### src/hw/rtl/char_lcd_text_cursor_sequencer_defines.svh
// ----------------------------------------------------------------------------
// Character LCD sequencer: assertion macros
// Simulation-only property checks; they expand to nothing for synthesis.
// ----------------------------------------------------------------------------
`ifndef CHAR_LCD_TEXT_CURSOR_SEQUENCER_DEFINES_SVH
`define CHAR_LCD_TEXT_CURSOR_SEQUENCER_DEFINES_SVH
`ifndef SYNTHESIS
// antecedent implies consequent in the same cycle
`define LCDSEQ_ASSERT(lbl, clk, rst_n, ante, cons) \
    lbl: assert property (@(posedge clk) disable iff (!rst_n) (ante) |-> (cons)) \
        else $error("%m: check failed");
// antecedent implies consequent in the next cycle
`define LCDSEQ_ASSERT_NEXT(lbl, clk, rst_n, ante, cons) \
    lbl: assert property (@(posedge clk) disable iff (!rst_n) (ante) |=> (cons)) \
        else $error("%m: check failed");
`else
`define LCDSEQ_ASSERT(lbl, clk, rst_n, ante, cons)
`define LCDSEQ_ASSERT_NEXT(lbl, clk, rst_n, ante, cons)
`endif
`endif

### src/hw/rtl/lcdseq_pkg.sv
// ----------------------------------------------------------------------------
// Character LCD sequencer package
// Shared types, codes and the row start address table.
// ----------------------------------------------------------------------------
package lcdseq_pkg;

    // default depth of the job queue between front and back
    localparam int unsigned QUEUE_DEPTH = 2;

    // action codes
    localparam logic [1:0] ACT_PRINT = 2'd0;
    localparam logic [1:0] ACT_PLACE = 2'd1;
    localparam logic [1:0] ACT_CLEAR = 2'd2;

    // LCD command and character codes
    localparam logic [7:0] CMD_CLEAR    = 8'h01;
    localparam logic [7:0] NEWLINE_CODE = 8'h0A;

    // cursor count of a full screen
    localparam logic [6:0] SCREEN_LEN = 7'd64;
    localparam logic [1:0] LAST_ROW   = 2'd3;

    // input transaction
    typedef struct packed {
        logic [1:0] action;
        logic [7:0] character;
        logic [1:0] row;
        logic [3:0] column;
    } t_in_item;

    // output transaction (one bus write)
    typedef struct packed {
        logic       is_data;
        logic [7:0] bus_value;
        logic       last;
    } t_out_item;

    // one decoded action: up to three bytes, sent in slot order
    typedef struct packed {
        logic [1:0]      count;
        logic [2:0]      is_data;
        logic [2:0][7:0] bytes;
    } t_job;

    // DDRAM set-address command for the start of a row
    function automatic logic [7:0] row_start(input logic [1:0] row);
        logic [7:0] addr;
        unique case (row)
            2'd0: addr = 8'h80;
            2'd1: addr = 8'hC0;
            2'd2: addr = 8'h90;
            2'd3: addr = 8'hD0;
        endcase
        return addr;
    endfunction

endpackage

### src/hw/rtl/lcdseq_front.sv
// ----------------------------------------------------------------------------
// Character LCD sequencer: front end
// Accepts actions, tracks the cursor count and decodes each action into a
// job of up to three bytes for the queue.
// ----------------------------------------------------------------------------
module lcdseq_front (
    input  logic                  i_clk,
    input  logic                  i_rst_n,
    input  logic                  i_valid,
    output logic                  o_ready,
    input  lcdseq_pkg::t_in_item  i_data,
    input  logic                  i_q_full,
    output logic                  o_push,
    output lcdseq_pkg::t_job      o_job
);

    logic [6:0] r_cursor;
    logic [6:0] n_cursor;
    logic [1:0] nb;
    logic       clr;
    logic [1:0] cur_row;
    logic       accept;

    // decode one action into bytes and the next cursor count
    always_comb begin
        o_job    = '0;
        nb       = 2'd0;
        n_cursor = r_cursor;
        clr      = (r_cursor == lcdseq_pkg::SCREEN_LEN);
        cur_row  = r_cursor[5:4];
        unique case (i_data.action)
            lcdseq_pkg::ACT_PRINT: begin
                // row start: clear on a full screen, then address the row
                if (r_cursor[3:0] == 4'd0) begin
                    if (clr) begin
                        o_job.bytes[nb]   = lcdseq_pkg::CMD_CLEAR;
                        o_job.is_data[nb] = 1'b0;
                        nb                = nb + 2'd1;
                    end
                    o_job.bytes[nb]   = lcdseq_pkg::row_start(cur_row);
                    o_job.is_data[nb] = 1'b0;
                    nb                = nb + 2'd1;
                end
                if (i_data.character == lcdseq_pkg::NEWLINE_CODE) begin
                    if (cur_row == lcdseq_pkg::LAST_ROW) begin
                        n_cursor = lcdseq_pkg::SCREEN_LEN;
                    end else begin
                        o_job.bytes[nb]   = lcdseq_pkg::row_start(cur_row + 2'd1);
                        o_job.is_data[nb] = 1'b0;
                        nb                = nb + 2'd1;
                        n_cursor          = {1'b0, cur_row + 2'd1, 4'd0};
                    end
                end else begin
                    o_job.bytes[nb]   = i_data.character;
                    o_job.is_data[nb] = 1'b1;
                    nb                = nb + 2'd1;
                    n_cursor          = clr ? 7'd1 : (r_cursor + 7'd1);
                end
            end
            lcdseq_pkg::ACT_PLACE: begin
                o_job.bytes[0]   = lcdseq_pkg::row_start(i_data.row)
                                 + {4'd0, i_data.column};
                o_job.is_data[0] = 1'b0;
                o_job.bytes[1]   = i_data.character;
                o_job.is_data[1] = 1'b1;
                nb               = 2'd2;
                n_cursor         = {1'b0, i_data.row, i_data.column} + 7'd1;
            end
            lcdseq_pkg::ACT_CLEAR: begin
                o_job.bytes[0]   = lcdseq_pkg::CMD_CLEAR;
                o_job.is_data[0] = 1'b0;
                nb               = 2'd1;
                n_cursor         = 7'd0;
            end
            default: begin
                // unused code: no writes, cursor unchanged
                nb = 2'd0;
            end
        endcase
        o_job.count = nb;
    end

    // handshake: a transaction with no writes is taken and dropped
    assign o_ready = !i_q_full;
    assign accept  = i_valid && o_ready;
    assign o_push  = accept && (nb != 2'd0);

    // cursor count
    always_ff @(posedge i_clk) begin
        if (!i_rst_n) begin
            r_cursor <= 7'd0;
        end else if (accept) begin
            r_cursor <= n_cursor;
        end
    end

endmodule

### src/hw/rtl/lcdseq_fifo.sv
// ----------------------------------------------------------------------------
// Character LCD sequencer: job queue
// Small register queue that decouples the decoder from the bus writer.
// ----------------------------------------------------------------------------
module lcdseq_fifo #(
    parameter int unsigned DEPTH = lcdseq_pkg::QUEUE_DEPTH
) (
    input  logic              i_clk,
    input  logic              i_rst_n,
    input  logic              i_push,
    input  lcdseq_pkg::t_job  i_job,
    output logic              o_full,
    output logic              o_valid,
    input  logic              i_pop,
    output lcdseq_pkg::t_job  o_job
);

    localparam int unsigned PTR_W = (DEPTH > 1) ? $clog2(DEPTH) : 1;
    localparam int unsigned CNT_W = $clog2(DEPTH + 1);

    lcdseq_pkg::t_job r_mem [DEPTH];
    logic [PTR_W-1:0] r_wr_ptr;
    logic [PTR_W-1:0] r_rd_ptr;
    logic [CNT_W-1:0] r_count;
    logic             do_push;
    logic             do_pop;

    assign o_full  = (r_count == CNT_W'(DEPTH));
    assign o_valid = (r_count != '0);
    assign o_job   = r_mem[r_rd_ptr];
    assign do_push = i_push && !o_full;
    assign do_pop  = i_pop && o_valid;

    // storage
    always_ff @(posedge i_clk) begin
        if (do_push) begin
            r_mem[r_wr_ptr] <= i_job;
        end
    end

    // pointers and fill count
    always_ff @(posedge i_clk) begin
        if (!i_rst_n) begin
            r_wr_ptr <= '0;
            r_rd_ptr <= '0;
            r_count  <= '0;
        end else begin
            if (do_push) begin
                r_wr_ptr <= (r_wr_ptr == PTR_W'(DEPTH - 1)) ? '0 : r_wr_ptr + 1'b1;
            end
            if (do_pop) begin
                r_rd_ptr <= (r_rd_ptr == PTR_W'(DEPTH - 1)) ? '0 : r_rd_ptr + 1'b1;
            end
            if (do_push && !do_pop) begin
                r_count <= r_count + 1'b1;
            end else if (do_pop && !do_push) begin
                r_count <= r_count - 1'b1;
            end
        end
    end

endmodule

### src/hw/rtl/lcdseq_back.sv
// ----------------------------------------------------------------------------
// Character LCD sequencer: bus writer
// Walks the bytes of the head job, splits them into nibbles on a 4-bit
// bus, and drives the output register one write per cycle while i_ready allows.
// ----------------------------------------------------------------------------
module lcdseq_back (
    input  logic                   i_clk,
    input  logic                   i_rst_n,
    input  logic                   i_bus_width_4,
    input  logic                   i_q_valid,
    input  lcdseq_pkg::t_job       i_q_job,
    output logic                   o_q_pop,
    output logic                   o_valid,
    input  logic                   i_ready,
    output lcdseq_pkg::t_out_item  o_data
);

    logic [1:0]            r_idx;
    logic                  r_nib;
    logic                  r_valid;
    lcdseq_pkg::t_out_item r_data;
    logic                  load;
    logic [7:0]            cur_byte;
    logic                  byte_done;
    logic                  job_done;
    lcdseq_pkg::t_out_item n_data;

    // next write from the head job
    always_comb begin
        load      = i_q_valid && (!r_valid || i_ready);
        cur_byte  = i_q_job.bytes[r_idx];
        byte_done = !i_bus_width_4 || r_nib;
        job_done  = byte_done && (r_idx == (i_q_job.count - 2'd1));
        n_data.is_data = i_q_job.is_data[r_idx];
        if (i_bus_width_4) begin
            n_data.bus_value = r_nib ? {4'd0, cur_byte[3:0]} : {4'd0, cur_byte[7:4]};
        end else begin
            n_data.bus_value = cur_byte;
        end
        n_data.last = job_done;
    end

    assign o_q_pop = load && job_done;

    // byte and nibble position within the head job
    always_ff @(posedge i_clk) begin
        if (!i_rst_n) begin
            r_idx <= 2'd0;
            r_nib <= 1'b0;
        end else if (load) begin
            if (byte_done) begin
                r_nib <= 1'b0;
                r_idx <= job_done ? 2'd0 : (r_idx + 2'd1);
            end else begin
                r_nib <= 1'b1;
            end
        end
    end

    // output register
    always_ff @(posedge i_clk) begin
        if (!i_rst_n) begin
            r_valid <= 1'b0;
        end else if (load) begin
            r_valid <= 1'b1;
        end else if (i_ready) begin
            r_valid <= 1'b0;
        end
    end

    always_ff @(posedge i_clk) begin
        if (load) begin
            r_data <= n_data;
        end
    end

    assign o_valid = r_valid;
    assign o_data  = r_data;

endmodule

### src/hw/rtl/char_lcd_text_cursor_sequencer.sv
// ----------------------------------------------------------------------------
// Character LCD text and cursor sequencer (top level)
// Turns print, place and clear actions into LCD command/data bus writes.
// ----------------------------------------------------------------------------
// Usage:
//   Input channel (i_valid/o_ready/i_data) takes one action per transaction.
//   Output channel (o_valid/i_ready/o_data) gives one bus write per
//   transaction; last marks the final write of an action. An action makes
//   0 to 3 bytes, each one write on an 8-bit bus or two (high nibble
//   first) on a 4-bit bus, so 0 to 6 writes.
//   Config channel (i_cfg_valid/o_cfg_ready/i_cfg_data) sets the 4-bit bus
//   mode; it is always ready and should only be written while idle.
//   Path: an accepted action is stored in the job queue, and its first write
//   is then loaded from the head job into the output register.
//   Throughput: the decoder takes one action per cycle while the job queue
//   has room; the bus writer emits one write per cycle while i_ready is
//   high, so sustained rate is set by the writes per action.
//   Stall: when i_ready is low the output register holds, the queue fills
//   and o_ready drops once it is full.
//   Reset: cursor count 0, 8-bit bus, queue and output empty.
// ----------------------------------------------------------------------------
`include "char_lcd_text_cursor_sequencer_defines.svh"

module char_lcd_text_cursor_sequencer #(
    parameter int unsigned QUEUE_DEPTH = lcdseq_pkg::QUEUE_DEPTH
) (
    input  logic                   i_clk,
    input  logic                   i_rst_n,
    // action input
    input  logic                   i_valid,
    output logic                   o_ready,
    input  lcdseq_pkg::t_in_item   i_data,
    // bus write output
    output logic                   o_valid,
    input  logic                   i_ready,
    output lcdseq_pkg::t_out_item  o_data,
    // configuration write
    input  logic                   i_cfg_valid,
    output logic                   o_cfg_ready,
    input  logic                   i_cfg_data
);

    logic             r_bus_width_4;
    logic             q_push;
    logic             q_full;
    logic             q_valid;
    logic             q_pop;
    lcdseq_pkg::t_job front_job;
    lcdseq_pkg::t_job head_job;

    // bus width register
    assign o_cfg_ready = 1'b1;

    always_ff @(posedge i_clk) begin
        if (!i_rst_n) begin
            r_bus_width_4 <= 1'b0;
        end else if (i_cfg_valid && o_cfg_ready) begin
            r_bus_width_4 <= i_cfg_data;
        end
    end

    // decoder
    lcdseq_front u_front (
        .i_clk    (i_clk),
        .i_rst_n  (i_rst_n),
        .i_valid  (i_valid),
        .o_ready  (o_ready),
        .i_data   (i_data),
        .i_q_full (q_full),
        .o_push   (q_push),
        .o_job    (front_job)
    );

    // job queue
    lcdseq_fifo #(
        .DEPTH (QUEUE_DEPTH)
    ) u_fifo (
        .i_clk   (i_clk),
        .i_rst_n (i_rst_n),
        .i_push  (q_push),
        .i_job   (front_job),
        .o_full  (q_full),
        .o_valid (q_valid),
        .i_pop   (q_pop),
        .o_job   (head_job)
    );

    // bus writer
    lcdseq_back u_back (
        .i_clk         (i_clk),
        .i_rst_n       (i_rst_n),
        .i_bus_width_4 (r_bus_width_4),
        .i_q_valid     (q_valid),
        .i_q_job       (head_job),
        .o_q_pop       (q_pop),
        .o_valid       (o_valid),
        .i_ready       (i_ready),
        .o_data        (o_data)
    );

    // checks
    `LCDSEQ_ASSERT(a_no_push_full, i_clk, i_rst_n, q_push, !q_full)
    `LCDSEQ_ASSERT(a_nibble_range, i_clk, i_rst_n, o_valid && r_bus_width_4, o_data.bus_value[7:4] == 4'd0)
    `LCDSEQ_ASSERT(a_data_is_last, i_clk, i_rst_n, o_valid && !r_bus_width_4 && o_data.is_data, o_data.last)
    `LCDSEQ_ASSERT_NEXT(a_idle_drains, i_clk, i_rst_n, !q_valid && (!o_valid || i_ready), !o_valid)

endmodule

### config.mk
export PLATFORM = sky130hd
export DESIGN_NAME = char_lcd_text_cursor_sequencer
export DESIGN_NICKNAME = d
export VERILOG_FILES = /design/src/hw/rtl/lcdseq_pkg.sv /design/src/hw/rtl/lcdseq_front.sv /design/src/hw/rtl/lcdseq_fifo.sv /design/src/hw/rtl/lcdseq_back.sv /design/src/hw/rtl/char_lcd_text_cursor_sequencer.sv
export VERILOG_INCLUDE_DIRS = /design/src /design/src/hw/rtl
export SDC_FILE = /design/constraint.sdc
export NUM_CORES = 1
export LEC_CHECK = 0
export BUFFER_PORTS_ARGS = -buffer_cell sky130_fd_sc_hd__buf_2
export CORE_ASPECT_RATIO = 1.75
export CORE_MARGIN = 1
export CORE_UTILIZATION = 30
export DETAILED_ROUTE_END_ITERATION = 6
export SKIP_LAST_GASP = 1
export SLEW_MARGIN = 10
export SYNTH_ARGS = -nofsm -noshare
export SYNTH_HDL_FRONTEND = slang
export SYNTH_HIERARCHICAL = 1
export SYNTH_SLANG_ARGS = --single-unit
### constraint.sdc
create_clock -name i_clk -period 4.8 [get_ports i_clk]
set_clock_uncertainty 0.1 [all_clocks]
set_input_delay 0.48 -clock i_clk [delete_from_list [all_inputs] [get_ports i_clk]]
set_output_delay 0.48 -clock i_clk [all_outputs]
set_load 0.1 [all_outputs]
# After elaboration in Yosys (flattened, before gate mapping)
# Memory sizes are Yosys's and may differ from the RTL's. A register that Yosys moved wholly into a read port is not among the register bits.
# Index checks and enable logic that the tools add are counted.
word_totals:
  wordCells: 144
  register_bits: 26
  inputBits: 22
  memories: 1
  rom_bits: 0
  output_inout_bits: 13
  latch_bits: 0
  ram_bits: 58
classes:
  n_eq_ne: 15
  mul: 0
  n_addsub: 12
  reduce_logical: 30
  muxes: 65
  bitwise: 5
  n_shift: 0
  order_cmp: 5
  n_div: 0
mem_list:
  columns: ["name", "depth", "word_bits", "read_ports", "rd_clocked_by_memory_dff", "wr", "line", "rtl"]
  rows:
  - ["u_fifo.r_mem", 2, 29, 1, 1, 1, "lcdseq_fifo.sv:21", "lcdseq_pkg::t_job r_mem [DEPTH];"]
op_table:
  columns: ["operator", "count"]
  rows:
  - ["27-bit two-way mux", 4]
  - ["8-bit two-way mux", 13]
  - ["8-bit case mux with 4 select lines", 3]
  - ["24-bit bitwise mux", 3]
  - ["8-bit demux with 2-bit select", 2]
  - ["8-bit case mux with 3 select lines", 1]
  - ["7-bit two-way mux", 3]
  - ["7-bit case mux with 3 select lines", 1]
  - ["1-bit two-way mux", 18]
  - ["2-bit two-way mux", 9]
  - ["8-bit binary-select mux with 2-bit select", 1]
  - ["2-bit == test, second input constant", 8]
  - ["8-bit case mux with 2 select lines", 1]
  - ["1-bit logical AND", 11]
  - ["2-bit by 1-bit adder with 2-bit output, second input constant", 5]
  - ["2-bit by 3-bit < comparator with 1-bit output, second input constant", 3]
  - ["8-bit by 4-bit adder with 8-bit output", 1]
  - ["2-bit by 1-bit == test with 1-bit output, second input constant", 4]
  - ["8-bit by 4-bit == test with 1-bit output, second input constant", 1]
  - ["2-bit zero test", 4]
  - ["2-bit nonzero test", 4]
  - ["6-bit by 1-bit adder with 7-bit output, second input constant", 1]
  - ["7-bit by 1-bit adder with 7-bit output, second input constant", 1]
  - ["7-bit == test, second input constant", 1]
  - ["other kinds (18)", 29]

# Depth between registers and ports, before layout
# Gate-level depths: netlist (run 1).
depth:
  ltp_word: 18
  depth_mapped: 13
  mapped_depth_nobuf: 12

# By module
# The synthesis (run 1) kept the hierarchy.
modules_own_cells:
  columns: ["mod", "cells_per_inst", "seq_area_each_um2", "instances", "area_per_inst_um2"]
  rows:
  - ["lcdseq_fifo", 115, 1841.8, 1, 2324.7]
  - ["lcdseq_front", 172, 140.1, 1, 1223.7]
  - ["lcdseq_back", 73, 380.4, 1, 809.5]
  - ["char_lcd_text_cursor_sequencer", 5, 20.0, 1, 47.5]

# Least setup slack after synthesis (run 1)
# OpenSTA, ideal clock, no wires.
synth_path:
  kind: "reg2reg"
  startpoint: "reg u_front.r_cursor[0]"
  endpoint: "mem u_fifo/r_mem[0][0] in the netlist's numbering, enable pin"
  required_time_ns: 4.288
  path_buffers: 1
  setup_time_ns: 0.412
  synth_period_minus_slack_ns: 3.411
  setup_slack_ns: 1.389
  t_arrival_ns: 2.900
  stages_incl_launch_ff: 10
  cell_sequence: "dfxtp_1 > inv_1 > ha_1 > or3b_2 > clkbuf_1 > a31oi_1 > nor3_1 > a211oi_1 > inv_1 > nor3_2"
synth_between:
  elab_chain_len: 16
  word_cells_on_any_way: 17
  cone_classes: "add/sub (2); eq/ne (1); mux (10); reduce/logical (4)"
synth_rtl:
  columns: ["item", "line", "rtl"]
  rows:
  - ["start, declared", "lcdseq_front.sv:17", "logic [6:0] r_cursor;"]
  - ["start signal, assigned", "lcdseq_front.sv:93", "r_cursor <= n_cursor;"]
  - ["7-bit == test", "lcdseq_front.sv:29", "clr = (r_cursor == lcdseq_pkg::SCREEN_LEN);"]
  - ["1-bit two-way mux", "lcdseq_front.sv:35", "if (clr) begin"]
  - ["2-bit two-way mux", "lcdseq_front.sv:34", "if (r_cursor[3:0] == 4'd0) begin"]
  - ["2-bit two-way mux", "lcdseq_front.sv:31", "unique case (i_data.action)"]
  - ["2-bit by 1-bit adder with 2-bit output", "lcdseq_front.sv:42", "nb = nb + 2'd1;"]
  - ["2-bit two-way mux (*)", "lcdseq_front.sv:34", null]
  - ["2-bit two-way mux (*)", "lcdseq_front.sv:31", null]
  - ["2-bit by 1-bit adder with 2-bit output", "lcdseq_front.sv:50, lcdseq_front.sv:56", null]
  - ["2-bit two-way mux", "lcdseq_front.sv:45", "if (cur_row == lcdseq_pkg::LAST_ROW) begin"]
  - ["2-bit two-way mux (*)", "lcdseq_front.sv:44", "if (i_data.character == lcdseq_pkg::NEWLINE_CODE) begin"]
  - ["2-bit case mux with 3 select lines (*)", "lcdseq_front.sv:31", null]
  - ["2-bit nonzero test (*)", "lcdseq_front.sv:86", "assign o_push = accept && (nb != 2'd0);"]
  - ["1-bit logical AND (*)", "lcdseq_front.sv:86", null]
  - ["net q_push", "char_lcd_text_cursor_sequencer.sv:44", "logic q_push;"]
  - ["1-bit logical AND (*)", "lcdseq_fifo.sv:31", "assign do_push = i_push && !o_full;"]
  - ["1-bit two-way mux (*)", "lcdseq_fifo.sv:36", "if (do_push) begin"]
  - ["1-bit two-way mux (implied by the code) (*)", "lcdseq_fifo.sv:37", "r_mem[r_wr_ptr] <= i_job;"]
  - ["end, declared", "lcdseq_fifo.sv:21", null]
# The timed path passes the listed nets; every way through them passes the cells marked *. The select of a mux whose other input is x is not followed.

==> results of run 1 <==
==> critical path: stages, from the launching register on <==
cell and delay (ns):
dfxtp_1 0.31, buf_4 0.33, mux2_2 0.41, xor2_1 0.18, or3_4 0.39, a2111oi_4 0.33, o21ai_1 0.14, ha_1 0.36
or3_1 0.35, a21boi_1 0.13
==> flip-flops by register name, summed over array words and instances (netlist names), named ones only <==
name,flops
u_fifo/r_mem,58
u_back/o_data,10
u_front/r_cursor,7
u_back/r_idx,2
u_fifo/r_count,2
r_bus_width_4,1
u_back/o_valid,1
u_back/r_nib,1
u_fifo/r_rd_ptr,1
u_fifo/r_wr_ptr,1
==> synth_stat cells, types with 9 or more instances <==
master,count,share of area
a21oi_1,11,0.012
a22oi_1,9,0.015
dfxtp_1,17,0.077
edfxtp_1,68,0.46
ha_1,15,0.043
inv_1,15,0.013
mux2_2,35,0.089
nand2_1,14,0.012
nor2_1,25,0.021
o21ai_0,16,0.018
==> area by class of cell <==
class                      count  area, µm²
timing repair buffer          36        188
inverter                      17       63.8
sequential                    85       2380
fill                        1465       9330
clock inverter                 3       18.8
multi-input combinational    249       1890
tap                          180        225
clock buffer                  13        272
==> worst max path at each step <==
stage | startpoint | slack [ns] | endpoint | cells past startpoint
final | flop | 1.70 | u_fifo/r_count[1]$_SDFFE_PN0P_ | 9
after global routing | u_front/r_cursor[0]$_SDFFE_PN0P_ | 1.31 | u_fifo/r_count[1]$_SDFFE_PN0P_ | 11
after CTS | flop | 1.67 | u_fifo/r_count[1]$_SDFFE_PN0P_ | 9
after detailed placement | i_data[15] | 1.63 | u_fifo/r_mem[0][19]$_DFFE_PP_ | 10
after global placement | i_data[15] | 1.72 | u_fifo/r_count[1]$_SDFFE_PN0P_ | 12
after floorplan | u_front/r_cursor[0]$_SDFFE_PN0P_ | 1.39 | u_fifo/r_mem[0][0]$_DFFE_PP_ | 9
==> logic make-up after synthesis <==
| group | Yosys count | share of synthesized area |
|---|---|---|
| muxes | 39 | 0.0991 |
| other | 1 | 0.000851 |
| buffers and inverters | 31 | 0.0307 |
| AOI/OAI and AO/OA | 79 | 0.131 |
| adders and majority gates | 15 | 0.0426 |
| xor gates and xnor gates | 10 | 0.0199 |
| DFF | 85 | 0.541 |
| and+or+nand+nor | 105 | 0.135 |
==> metal layers <==
layer  wire length [µm]  GRT usage  part of all wire  vias to the layer above
met5                  0          0                 0                        -
met4                287     0.0797             0.029                        0
met3                297     0.0281             0.030                       17
met2               5750      0.268              0.57                       69
met1               3710      0.140              0.37                     1430
li1                   -          -                 -                     1452
==> per-stage QoR <==
stage	setup slack, ns	utilization	area [µm²]	hold WS [ns]	std cells
after floorplan	1.39	-	4410	0.357	365
after global placement	1.72	0.331	4750	0.376	567
after detailed placement	1.63	0.331	4750	0.375	567
after CTS	1.67	0.351	5040	0.301	583
after global routing	1.31	0.351	5040	0.369	583
final	1.70	0.351	5040	0.310	583
==> report_power, final <==
part | leakage (nW) | internal (mW) | switching, mW
clock | 0.145 | 0.395 | 0.263
combinational | 0.879 | 0.165 | 0.480
sequential | 0.789 | 0.914 | 0.0381
==> flow_metrics.py, run 1 <==
metrics = {
    "global_routing": {
        "antenna_found_initial": 0,
        "grtUsageTotal": 0.142,
        "grt_max_degree": 30,
        "grt-ovfl-total": 0,
        "grt_pass1_vias": 3158,
        "grt_pass1_wl_um": 16200,
    },
    "finish": {
        "n_antenna_cell": 0,
        "final_common_cell": "edfxtp_1",
        "area_delta_synth_final_pct": 14.5,
        "fin_nets": 435,
        "drive_gt1_frac": 0.243,
        "layout_common_cells": "edfxtp_1 (68), mux2_2 (35), buf_2 (33)",
    },
    "routing": {
        "viasPerCell": 5.09,
        "drtAntennaViolNets": 0,
        "totalWireLength_um": 10000,
        "avgRoutedWirePerCell_um": 17.2,
        "drc": 0,
        "vias": 2968,
        "drt_iter0_markers": 114,
        "drt_pass1_iterations": 5,
    },
    "power_and_ir_drop": {
        "p_per_area_mw_per_mm2": 447,
        "power_mw": 2.26,
        "cellLeakagePower_nw": 1.81,
        "ir_drop_uv": 177,
    },
    "min_path": {
        "worstHoldPathCells": 3,
        "hold_end": "r_bus_width_4$_SDFFE_PN0P_",
        "min-delay-start": "i_cfg_data",
        "hp-class": "in -> reg",
    },
    "worst_setup_path": {
        "worstSetupPathType": "reg -> reg",
        "worst-path-max-fanout": 29,
        "arrival_ns": 3.26,
        "critPathRequiredTime_ns": 4.96,
        "reg2reg_depth": 9,
        "regToRegSetupSlack_ns": 1.70,
        "start_kind": "flop",
        "cp-end-kind": "flop",
        "r2r_end": "u_fifo/r_count[1]$_SDFFE_PN0P_",
    },
    "outcome": {
        "status": "completed",
    },
    "synth": {
        "netlist_area_mm2": 0.00441,
        "synth_nets": 402,
        "synth_cells": 365,
        "ys_seq_area_frac": 0.541,
        "synth-edff-count": 68,
        "syn_avg_cell_area_um2": 12.1,
        "ys.flop_type": "edfxtp_1",
        "ys_types": 68,
        "synth.ff_latch_count": 85,
        "async_flop_share": 0,
        "yosys_warnings": 6,
    },
    "placed_design": {
        "hpwl_um": 7500,
        "place_congestion": 0.909,
        "port-buffer-count": 33,
    },
    "floorplan": {
        "start_util": 0.307,
        "die_width_um": 93.6,
        "die_area_mm2": 0.0152,
        "fp-row-count": 58,
        "io_pins": 35,
        "die_h_um": 162,
        "core_area_mm2": 0.0144,
    },
    "cts": {
        "cts_hold_buf": 0,
        "clk_latency_ns": 0.33,
        "cts_max_level": 3,
        "cts-root-buf": "clkbuf_16",
        "clk_pin_slew_ns": 0.06,
        "cts_max_path_buffers": 2,
        "cts_made_buffers": 9,
        "cts_tree": "done",
        "post_cts_buffers": 0,
        "cts_resized": 0,
        "cts.sinks": 85,
    },
    "job": {
        "max-cap-violations": 0,
    },
    "timing": {
        "period_minus_slack_ns": 3.10,
        "setup_tns_ns": 0,
        "worst_pin_slew_ns": 0.880,
        "timing.final.max_slew_violations": 0,
        "clock.fmax_ghz": 0.323,
        "rsz0062_at_grt": "false",
        "setup_viol": 0,
        "maxSlewHeadroom": 0.405,
        "finalCritPeriodShare": 0.645,
        "hold_viol": 0,
    },
}
(Power assumes the default switching activity.)
==> inputs of run 2 (changes only) <==
Clock period 4.8 ns to 2.68 ns, I/O delays scaled along.
==> run 2 against run 1 <==
Worst setup slack worse by 1.6 ns. Maximum frequency rose by 18%. Sequential cell count unchanged. Utilization rose by 1.9 points. Largest cell class unchanged. Worst hold slack got worse by 0.21 ns. Via count rose by 4.6%. Sequential power up 79%. Final cell count rose by 4.8%. Global-route usage grew 0.48 points. First-iteration DRC count increased by 3.5%. Highest routed layer unchanged. Routed wire length rose by 5.8%.
==> flow_metrics.py, run 2 (synthesis gave the netlist of run 1 again) <==
metrics = {
    "finish": {
        "largest_reg_flops": 58,
        "fin_cells": 611,
        "design_area_mm2": 0.00532,
        "drive_gt1_frac": 0.306,
        "utilization": 0.370,
        "top_register": "u_fifo/r_mem",
        "layout_common_cells": "edfxtp_1 (68), mux2_2 (34), buf_2 (33)",
        "area_delta_synth_final_pct": 20.7,
        "fin_nets": 463,
        "final_common_cell": "edfxtp_1",
        "n_antenna_cell": 0,
    },
    "routing": {
        "vias": 3106,
        "avgRoutedWirePerCell_um": 17.4,
        "drtAntennaViolNets": 0,
        "drc": 0,
        "drt_iter0_markers": 118,
        "totalWireLength_um": 10600,
        "drt_pass1_iterations": 4,
        "viasPerCell": 5.08,
    },
    "global_routing": {
        "grt_pass1_vias": 3207,
        "antenna_found_initial": 0,
        "grtUsageTotal": 0.147,
        "grt_max_degree": 31,
        "grt-ovfl-total": 0,
        "grt_pass1_wl_um": 16600,
    },
    "floorplan": {
        "io_pins": 35,
        "die_area_mm2": 0.0152,
        "start_util": 0.307,
        "core_area_mm2": 0.0144,
        "fp-row-count": 58,
        "die_h_um": 162,
        "die_width_um": 93.6,
    },
    "min_path": {
        "hp-class": "in -> reg",
        "min-delay-start": "i_cfg_data",
        "hold_end": "r_bus_width_4$_SDFFE_PN0P_",
        "worstHoldPathCells": 3,
    },
    "power_and_ir_drop": {
        "ir_drop_uv": 290,
        "p_per_area_mw_per_mm2": 777,
        "p_sw_frac": 0.343,
        "p_clk_frac": 0.288,
        "power_frac_comb": 0.301,
        "cellLeakagePower_nw": 1.95,
        "seq_power_share": 0.411,
        "p_int_mw": 2.72,
        "p_sw_mw": 1.42,
        "power_mw": 4.13,
    },
    "cts": {
        "post_cts_buffers": 0,
        "cts_max_path_buffers": 2,
        "cts_max_level": 3,
        "clk_latency_ns": 0.32,
        "cts-root-buf": "clkbuf_16",
        "cts_tree": "done",
        "cts_made_buffers": 9,
        "cts.sinks": 85,
        "clk_pin_slew_ns": 0.06,
    },
    "timing": {
        "maxSlewHeadroom": 0.544,
        "setup_ws_ns": 0.0656,
        "period_minus_slack_ns": 2.61,
        "finalHoldWorstSlack_ns": 0.102,
        "setup_tns_ns": 0,
        "hold_viol": 0,
        "clock.fmax_ghz": 0.383,
        "worst_pin_slew_ns": 0.682,
        "finalCritPeriodShare": 0.976,
        "setup_viol": 0,
        "timing.final.max_slew_violations": 0,
        "rsz0062_at_grt": "true",
    },
    "worst_setup_path": {
        "worstSetupPathType": "reg -> reg",
        "start_kind": "flop",
        "r2r_end": "u_fifo/r_count[1]$_SDFFE_PN0P_",
        "regToRegSetupSlack_ns": 0.07,
        "arrival_ns": 2.77,
        "path_buf_inv": 0,
        "worst-path-max-fanout": 3,
        "worst_path_largest_cell_delay_ns": 0.39,
        "reg2reg_depth": 9,
        "cp-end-kind": "flop",
        "crit_family": "simple AND/OR/NAND/NOR gates",
        "crit_chain": "mux2_4 -> xor2_2 -> or3_4 -> a2111oi_4 -> o21ai_2 -> ha_1 -> xor2_1 -> or3_1 -> a21boi_1",
        "cpMaxStageDelayCell": "or3_4",
        "critPathRequiredTime_ns": 2.84,
    },
    "placed_design": {
        "pre_cts_slack_ns": -0.0305,
        "placed_area_mm2": 0.00502,
        "dp_cells": 595,
        "port-buffer-count": 33,
        "place_congestion": 0.939,
        "hpwl_um": 8110,
    },
    "outcome": {
        "status": "completed",
    },
    "job": {
        "max-cap-violations": 0,
    },
}
-- run 2: changes by cell type in the layout (fill, tap and decap cells not counted), sizes merged --
cell      previous run  this run
clkinvlp             0         1
clkinv               4         1
clkbuf              13        14
bufinv               0         1
buf                 36        64
-- run 2: metal layers --
layer  vias to the layer above  wire length (µm)  GRT usage
met2                        81              6000      0.280
met5                         -                 0          0
met1                      1498              3710      0.143
met4                         0               583     0.0958
li1                       1497                 -          -
met3                        30               334     0.0192
-- run 2: how the worst max path moves through the flow --
stage,startpoint,to,cells past startpoint
finish,flop,u_fifo/r_count[1]$_SDFFE_PN0P_,9
global route,flop,u_fifo/r_count[1]$_SDFFE_PN0P_,8
CTS,u_front/r_cursor[0]$_SDFFE_PN0P_,u_fifo/r_count[1]$_SDFFE_PN0P_,12
detailed placement,i_data[11],u_fifo/r_count[1]$_SDFFE_PN0P_,12
global placement,i_data[11],u_fifo/r_count[1]$_SDFFE_PN0P_,12
floorplan,u_front/r_cursor[0]$_SDFFE_PN0P_,u_fifo/r_mem[0][0]$_DFFE_PP_,9
-- run 2: tightest hold or removal path, delay by kind of cell --
| family | cells | cell delay [ns] |
|---|---|---|
| and+or+nand+nor | 1 | 0.10 |
| buffers and inverters | 1 | 0.07 |
| muxes | 1 | 0.05 |
-- run 2: power groups by stage --
stage / combinational (mW) / sequential, mW / clock, mW
after CTS: 1.25 / 1.70 / 1.22
after global routing: 1.32 / 1.72 / 1.27
after detailed placement: 1.25 / 1.73 / 0
after global placement: 1.23 / 1.72 / 0
after floorplan: 0.552 / 2.11 / 0
final: 1.24 / 1.70 / 1.19
-- run 2: layout make-up --
type	count	area (µm²)
clock buffers	14	244
clock inverters	2	37.5
fillers	1438	9050
inverters	17	63.8
multi-input cells	249	1940
flip-flops and latches	85	2380
well taps	180	225
repair buffers	64	423
-- run 2: what timing repair did --
action	CTS	global route
setup endpoints to repair	0	2
gates resized for setup	0	4
hold buffers	0	0
